## config.mk

```make
export PLATFORM = sky130hd
export DESIGN_NAME = wea_front
export DESIGN_NICKNAME = d
export VERILOG_FILES = /design/src/hw/rtl/wea_pkg.sv /design/src/hw/rtl/wea_front.sv
export SDC_FILE = /design/constraint.sdc
export NUM_CORES = 1
export LEC_CHECK = 0
export BUFFER_PORTS_ARGS = -buffer_cell sky130_fd_sc_hd__buf_2
export CORE_MARGIN = 1.5
export CORE_UTILIZATION = 46
export CTS_CLUSTER_DIAMETER = 50
export CTS_CLUSTER_SIZE = 40
export DETAILED_ROUTE_END_ITERATION = 8
export HOLD_SLACK_MARGIN = 0.08
export PLACE_DENSITY = 0.74
export SLEW_MARGIN = 20
export SYNTH_ARGS = -nofsm -noshare
export SYNTH_HDL_FRONTEND = slang
export SYNTH_SLANG_ARGS = --single-unit
```

## constraint.sdc

```tcl
create_clock -name clk -period 1.6 [get_ports clk]
set_input_delay 0.32 -clock clk [delete_from_list [all_inputs] [get_ports clk]]
set_output_delay 0.32 -clock clk [all_outputs]
set_load 0.03 [all_outputs]
```

## src/hw/rtl/wea_pkg.sv

```systemverilog
// ----------------------------------------------------------------------------
// wea_pkg
// Types and constants shared by the weighted edit alignment block.
// ----------------------------------------------------------------------------
package wea_pkg;

    localparam int CMD_BITS  = 2;
    localparam int KIND_BITS = 2;
    localparam int POS_BITS  = 6;
    localparam int COST_BITS = 15;
    localparam int CFG_BITS  = 8;
    localparam int CFG_IDX_BITS = 2;
    localparam int TOKEN_FIELD_BITS = 16;

    localparam logic [CMD_BITS-1:0] CMD_LEX   = 2'd0;
    localparam logic [CMD_BITS-1:0] CMD_SURF  = 2'd1;
    localparam logic [CMD_BITS-1:0] CMD_ALIGN = 2'd2;

    localparam logic [KIND_BITS-1:0] KIND_MATCH = 2'd0;
    localparam logic [KIND_BITS-1:0] KIND_SUB   = 2'd1;
    localparam logic [KIND_BITS-1:0] KIND_DEL   = 2'd2;
    localparam logic [KIND_BITS-1:0] KIND_INS   = 2'd3;

    localparam logic [1:0] CH_ORIGIN = 2'd0;
    localparam logic [1:0] CH_DIAG   = 2'd1;
    localparam logic [1:0] CH_UP     = 2'd2;
    localparam logic [1:0] CH_LEFT   = 2'd3;

    localparam logic [CFG_IDX_BITS-1:0] REG_INS = 2'd0;
    localparam logic [CFG_IDX_BITS-1:0] REG_DEL = 2'd1;
    localparam logic [CFG_IDX_BITS-1:0] REG_SUB = 2'd2;

    typedef struct packed {
        logic [1:0]                  command;
        logic [TOKEN_FIELD_BITS-1:0] token;
    } in_item_t;

    typedef struct packed {
        logic [KIND_BITS-1:0] step_kind;
        logic [POS_BITS-1:0]  lexical_position;
        logic [POS_BITS-1:0]  surface_position;
        logic [COST_BITS-1:0] total_cost;
        logic                 final_step;
    } out_item_t;

endpackage

```

## src/hw/rtl/wea_front.sv

```systemverilog
// ----------------------------------------------------------------------------
// wea_front
// Input stage: takes items and pushes them into a two-entry queue.
// ----------------------------------------------------------------------------
module wea_front
(
    input  logic               clk,
    input  logic               rst_n,
    input  logic               in_valid,
    output logic               in_stall,
    input  wea_pkg::in_item_t  in_item,
    output logic               q_valid,
    input  logic               q_pop,
    output wea_pkg::in_item_t  q_item
);
    import wea_pkg::*;

    in_item_t    mem_reg [2];
    logic        wp_reg, rp_reg;
    logic [1:0]  cnt_reg;
    logic        push;

    assign in_stall = (cnt_reg == 2'd2);
    assign push     = in_valid && !in_stall;
    assign q_valid  = (cnt_reg != 2'd0);
    assign q_item   = mem_reg[rp_reg];

    always_ff @(posedge clk or negedge rst_n)
    begin
        if (!rst_n)
        begin
            wp_reg  <= 1'b0;
            rp_reg  <= 1'b0;
            cnt_reg <= 2'd0;
        end
        else
        begin
            if (push)
                wp_reg <= ~wp_reg;
            if (q_pop)
                rp_reg <= ~rp_reg;
            cnt_reg <= cnt_reg + {1'b0, push} - {1'b0, q_pop};
        end
    end

    always_ff @(posedge clk)
    begin
        if (push)
            mem_reg[wp_reg] <= in_item;
    end

endmodule

```

==> impl_metrics.json, run 1 <==
{
  "p_int_mw": 2.77,
  "die_x_um": 60.9,
  "nNetsFinal": 153,
  "holdCritPathClass": "input port to register",
  "largest_reg_flops": 36,
  "instances_no_fill": 174,
  "clock_path_buffers": 2,
  "critPathArrivalTime_ps": 1400,
  "initial_core_util_pct": 49.3,
  "synth_cell_type_count": 15,
  "drive_above_1_share_pct": 60.8,
  "slew-limit-headroom_pct": 83.2,
  "worstPathRequired_ps": 1280,
  "netlist_area_sq_mm": 0.00154,
  "syn_to_final_growth_pct": 35.8,
  "dpl.cell_count": 160,
  "cts_tree": "done",
  "numCtsBuffers": 5,
  "ios": 42,
  "fin_skew_ps": 8.77,
  "postLayoutCellArea_sq_mm": 0.00210,
  "avgSynthCellArea_sq_um": 21.1,
  "finalCritPeriodShare_pct": 108,
  "fp.dieH_um": 60.9,
  "cts.sinks": 40,
  "grt_pass1_wl_um": 3850,
  "rsz0062_at_grt": "true",
  "critPathLaunchType": "register",
  "ant_nets": 0,
  "yosysWarningCount": 0,
  "clock_latency_ps": 340,
  "grt_remaining_overflow": 0,
  "finalCoreUtilization_pct": 67.0,
  "num_antenna_cells": 0,
  "cp_max_fo": 5,
  "total_leakage_power_nw": 0.878,
  "port_buffers": 41,
  "hold_violations": 0,
  "num_rows": 20,
  "drc": 0,
  "setup_ws_ps": -122,
  "via_per_inst": 4.72,
  "crit_path_end_kind": "primary output",
  "ys_seq_elements": 40,
  "vias": 821,
  "ir_worst_vdd_v": 0.00106,
  "num-fill-cells": 219,
  "synth_cells": 73,
  "cap_violations": 0,
  "dp_hpwl_um": 1580,
  "register_area_sq_mm": 0.00118,
  "routed_wl_um": 2430,
  "grt_max_degree": 19,
  "first_global_vias": 863,
  "clk_pin_slew_ps": 110,
  "switching_share_pct": 33.6,
  "power_frac_clock_pct": 15.2,
  "setup_viol": 18,
  "worstSetupPathType": "register to primary output",
  "violations": "setup timing",
  "ys_seq_area_share_pct": 76.6,
  "power_density_mw_per_mm2": 1990,
  "multiInputGateArea_sq_um": 362,
  "worstMarginPinSlew_ps": 252,
  "most-common-layout-cells": "36 x edfxtp_1, 22 x buf_6, 22 x buf_2",
  "dr.pass1.iters": 4,
  "grt_antenna_before_repair": 0,
  "core_sq_mm": 0.00313,
  "syn_nets": 97,
  "pre_cts_ws_ps": 46.7,
  "finalMaxSlewViolations": 0,
  "drt_iter0_markers": 18,
  "period_minus_slack_ps": 1720,
  "wl_per_cell_um": 14.0,
  "dpl_cell_area_sq_mm": 0.00180,
  "status": "finished, violations left",
  "routabilityCongestion": 0.604,
  "final_common_cell": "edfxtp_1",
  "seqPwrFrac_pct": 37.0,
  "cts_htree_levels": 2,
  "track_usage_pct": 15.5,
  "power.share.combinational_pct": 47.8,
  "p_sw_mw": 1.40,
  "die-area_sq_mm": 0.00371,
  "fmax_mhz": 581,
  "cts.root.buffer_cell": "clkbuf_4"
}
==> layout make-up <==
| cell class | count | area share, % |
|---|---|---|
| Clock buffer | 6 | 1.97 |
| Clock inverter | 2 | 1.67 |
| Inverter | 2 | 0.358 |
| Multi-Input combinational cell | 29 | 17.3 |
| Sequential cell | 40 | 56.4 |
| Tap cell | 44 | 2.63 |
| Timing Repair Buffer | 51 | 19.7 |
==> final timing paths <==
kind | start | endpoint | slack [ps] | cells after the start
max | rp_reg | q_item[5] | -120 | 3
min | in_item[12] | mem_reg[0][12] | 160 | 1
max reg2reg | cnt_reg[1] | cnt_reg[1] | 90 | 7
min in group asynchronous | rst_n | cnt_reg[1] | 310 | 2
min reg2reg | cnt_reg[0] | cnt_reg[0] | 530 | 1
max in group asynchronous | rst_n | rp_reg | 1160 | 2
==> cells by family (layout without fill, tap and decap cells) <==
kind of cell / Yosys count / after routing / synth area share [%]
mux: 18 / 18 / 15.3
fa+ha+maj: 2 / 2 / 1.62
flops: 40 / 40 / 76.6
xor+xnor: 4 / 4 / 2.27
simple gates: 5 / 5 / 1.70
buf+inv: 4 / 61 / 2.51
==> cell usage after synthesis (all sizes together) <==
cell	number	area [sq um]
and3	1	6.26
xor2	1	8.76
or2	1	6.26
ha	2	25.0
nor2	1	3.75
edfxtp	36	1080
mux2	18	236
nand2	1	3.75
xnor2	3	26.3
dfrtp	4	100
nand2b	1	6.26
inv	2	7.51
buf	2	31.3
==> stage by stage <==
stage / hold slack [ps] / power (mW) / setup TNS (ps)
4_1_cts: 142 / 4.15 / -2620
3_5_place_dp: 133 / 3.05 / 0
6_report: 164 / 4.17 / -2030
5_1_grt: 122 / 4.38 / -3430
2_1_floorplan: 24.4 / 2.73 / 0
3_3_place_gp: 128 / 3.01 / 0
==> power by group through the flow <==
stage / registers (mW) / logic [mW] / clock network, mW
after floorplan: 1.52 / 1.20 / 0
after global placement: 1.53 / 1.48 / 0
after detailed placement: 1.55 / 1.50 / 0
after CTS: 1.55 / 1.94 / 0.654
after global routing: 1.57 / 2.10 / 0.707
final: 1.54 / 1.99 / 0.632
==> timing repair <==
item                                   4_1_cts  5_1_grt
buffers inserted                             1        2
gates cloned                                 2        0
endpoints found under the hold margin        4        0
hold buffers                                 1        0
setup endpoints to repair                   18       20
pin swaps                                    0        2
gates resized for setup                     49        6
==> routing by layer <==
layer | track usage (%) | vias up | wire length, um | share of wire (%)
met1 | 18.0 | 404 | 972 | 40
met5 | 0 | - | 0 | 0
met4 | 7.45 | 0 | 42 | 1.7
met2 | 23.8 | 23 | 1270 | 52
li1 | - | 388 | - | -
met3 | 7.89 | 6 | 151 | 6.2
==> worst max-delay path, cell delays in order (launching register included) <==
cell and delay (ps):
dfrtp_2 470, buf_6 160, mux2_4 300, buf_6 140
Note: power is estimated with default switching activity, not from simulation.
==> run 2, diff against run 1 <==
--- a/config.mk
+++ b/config.mk
@@ -6,6 +6,7 @@
 export NUM_CORES = 1
 export LEC_CHECK = 0
 export BUFFER_PORTS_ARGS = -buffer_cell sky130_fd_sc_hd__buf_2
+export CORE_ASPECT_RATIO = 1.5
 export CORE_MARGIN = 1.5
 export CORE_UTILIZATION = 46
 export CTS_CLUSTER_DIAMETER = 50
==> run 2 against run 1 <==
Against the previous run: register-to-register slack hardly changed; clock-buffer cell count increased by 1; highest routed layer unchanged; non-clock buffer count fell by 1; the run still ends with setup timing left; critical path depth did not move; clock power rose by 37%; final cell count shrank 2.9%.
==> impl_metrics.json, run 2 (synthesis gave the netlist of run 1 again) <==
{
  "via_per_inst": 4.88,
  "die_x_um": 50.3,
  "reg2reg_depth": 7,
  "reg2reg_to": "cnt_reg[1]",
  "total_power_mw": 4.53,
  "drt_iter0_markers": 34,
  "ios": 42,
  "cap_violations": 0,
  "cp_max_fo": 8,
  "num_antenna_cells": 0,
  "clock_path_buffers": 2,
  "finalCoreUtilization_pct": 68.2,
  "rsz0062_at_grt": "true",
  "setup_viol": 18,
  "worstSetupPathType": "register to primary output",
  "drc": 0,
  "hold_ws_ps": 218,
  "clk_pin_slew_ps": 70,
  "ir_worst_vdd_v": 0.00143,
  "critPathArrivalTime_ps": 1360,
  "worstPathRequired_ps": 1280,
  "total_leakage_power_nw": 0.915,
  "power_density_mw_per_mm2": 2080,
  "worstMarginPinSlew_ps": 248,
  "cts.root.buffer_cell": "clkbuf_8",
  "crit_end": "q_item[17]",
  "die-area_sq_mm": 0.00372,
  "reg2reg_from": "cnt_reg[1]",
  "drive_above_1_share_pct": 62.8,
  "routabilityCongestion": 0.616,
  "dr.pass1.iters": 4,
  "finalCritPeriodShare_pct": 105,
  "port_buffers": 41,
  "vias": 824,
  "largest_reg_flops": 36,
  "holdCritPathClass": "input port to register",
  "grt_max_degree": 19,
  "critPathLaunchType": "register",
  "setup_ws_ps": -75.3,
  "num_rows": 25,
  "hold_violations": 0,
  "numCtsBuffers": 5,
  "startpoint": "rp_reg",
  "fin_tns_setup_ps": -1150,
  "min_from": "in_item[4]",
  "most-common-layout-cells": "36 x edfxtp_1, 23 x buf_2, 18 x mux2_4, 18 x buf_6, 7 x clkbuf_8",
  "grt_antenna_before_repair": 0,
  "dp_hpwl_um": 1740,
  "grt_pass1_wl_um": 3620,
  "syn_to_final_growth_pct": 41.0,
  "pre_cts_ws_ps": 7.94,
  "final_common_cell": "edfxtp_1",
  "wl_per_cell_um": 15.5,
  "cts.sinks": 40,
  "routed_wl_um": 2630,
  "fmax_mhz": 597,
  "timing.reg2reg.setup_slack_ps": 80,
  "crit_path_end_kind": "primary output",
  "slew-limit-headroom_pct": 83.5,
  "core_sq_mm": 0.00319,
  "fin_skew_ps": 2.85,
  "fp.dieH_um": 73.9,
  "status": "finished, violations left",
  "clock_latency_ps": 290,
  "initial_core_util_pct": 48.4,
  "violations": "setup timing",
  "grt_remaining_overflow": 0,
  "period_minus_slack_ps": 1680,
  "cts_htree_levels": 2,
  "finalMaxSlewViolations": 0,
  "ant_nets": 0,
  "cts_tree": "done",
  "nNetsFinal": 152,
  "first_global_vias": 862,
  "num-fill-cells": 219,
  "track_usage_pct": 14.2
}
## run 2: cell count changes in the layout (fill, tap and decap cells not counted), moves of 2 or more
| cell | before | now |
|---|---|---|
| clkbuf_8 | 0 | 7 |
| clkbuf_4 | 5 | 0 |
| buf_4 | 6 | 4 |
| buf_8 | 0 | 2 |
| buf_6 | 22 | 18 |
## run 2: per-stage QoR
stage	instance area [sq um]	instances
global route	2180	169
CTS	1960	165
floorplan	1550	73
global placement	1810	156
finish	2180	169
detailed placement	1810	156
## run 2: where the power goes
| group | internal [mW] | switching (mW) | leakage (nW) |
|---|---|---|---|
| clock network | 0.549 | 0.315 | 0.0645 |
| registers | 1.44 | 0.120 | 0.380 |
| logic | 1.08 | 1.02 | 0.471 |
## run 2: critical path, stage by stage, from the launching register on
cell and delay (ps):
dfrtp_2 450, buf_8 160, mux2_4 310, buf_6 140
## run 2: worst min path at each step
stage	end	slack, ps	cells after the start
after floorplan	cnt_reg[0]	20	0
after global placement	cnt_reg[0]	130	1
after detailed placement	cnt_reg[1]	130	1
after CTS	mem_reg[0][4]	210	1
after global routing	mem_reg[1][3]	210	1
final	mem_reg[0][4]	220	1
## run 2: layout make-up
type,count,area (sq um),share of cell area [%]
well taps,40,50.0,2.30
flip-flops and latches,40,1180,54.3
inverters,2,7.51,0.345
multi-input cells,29,377,17.3
clock inverters,1,30.0,1.38
clock buffers,7,96.3,4.43
repair buffers,50,433,19.9
## run 2: timing repair
| action | CTS | global route |
|---|---|---|
| endpoints found under the setup margin | 19 | 19 |
| resized for setup | 3 | 68 |
| hold endpoints to repair | 4 | 0 |
| hold buffers | 1 | 0 |
| gates cloned | 0 | 1 |
| setup buffers | 0 | 3 |
## run 2: routing by layer
metal | global-route usage (%) | vias to the layer above | share of wire (%)
li1 | - | 384 | -
met1 | 12.5 | 403 | 36
met2 | 26.8 | 33 | 57
met3 | 5.69 | 4 | 5.8
met4 | 7.41 | 0 | 1.3
met5 | 0 | - | 0
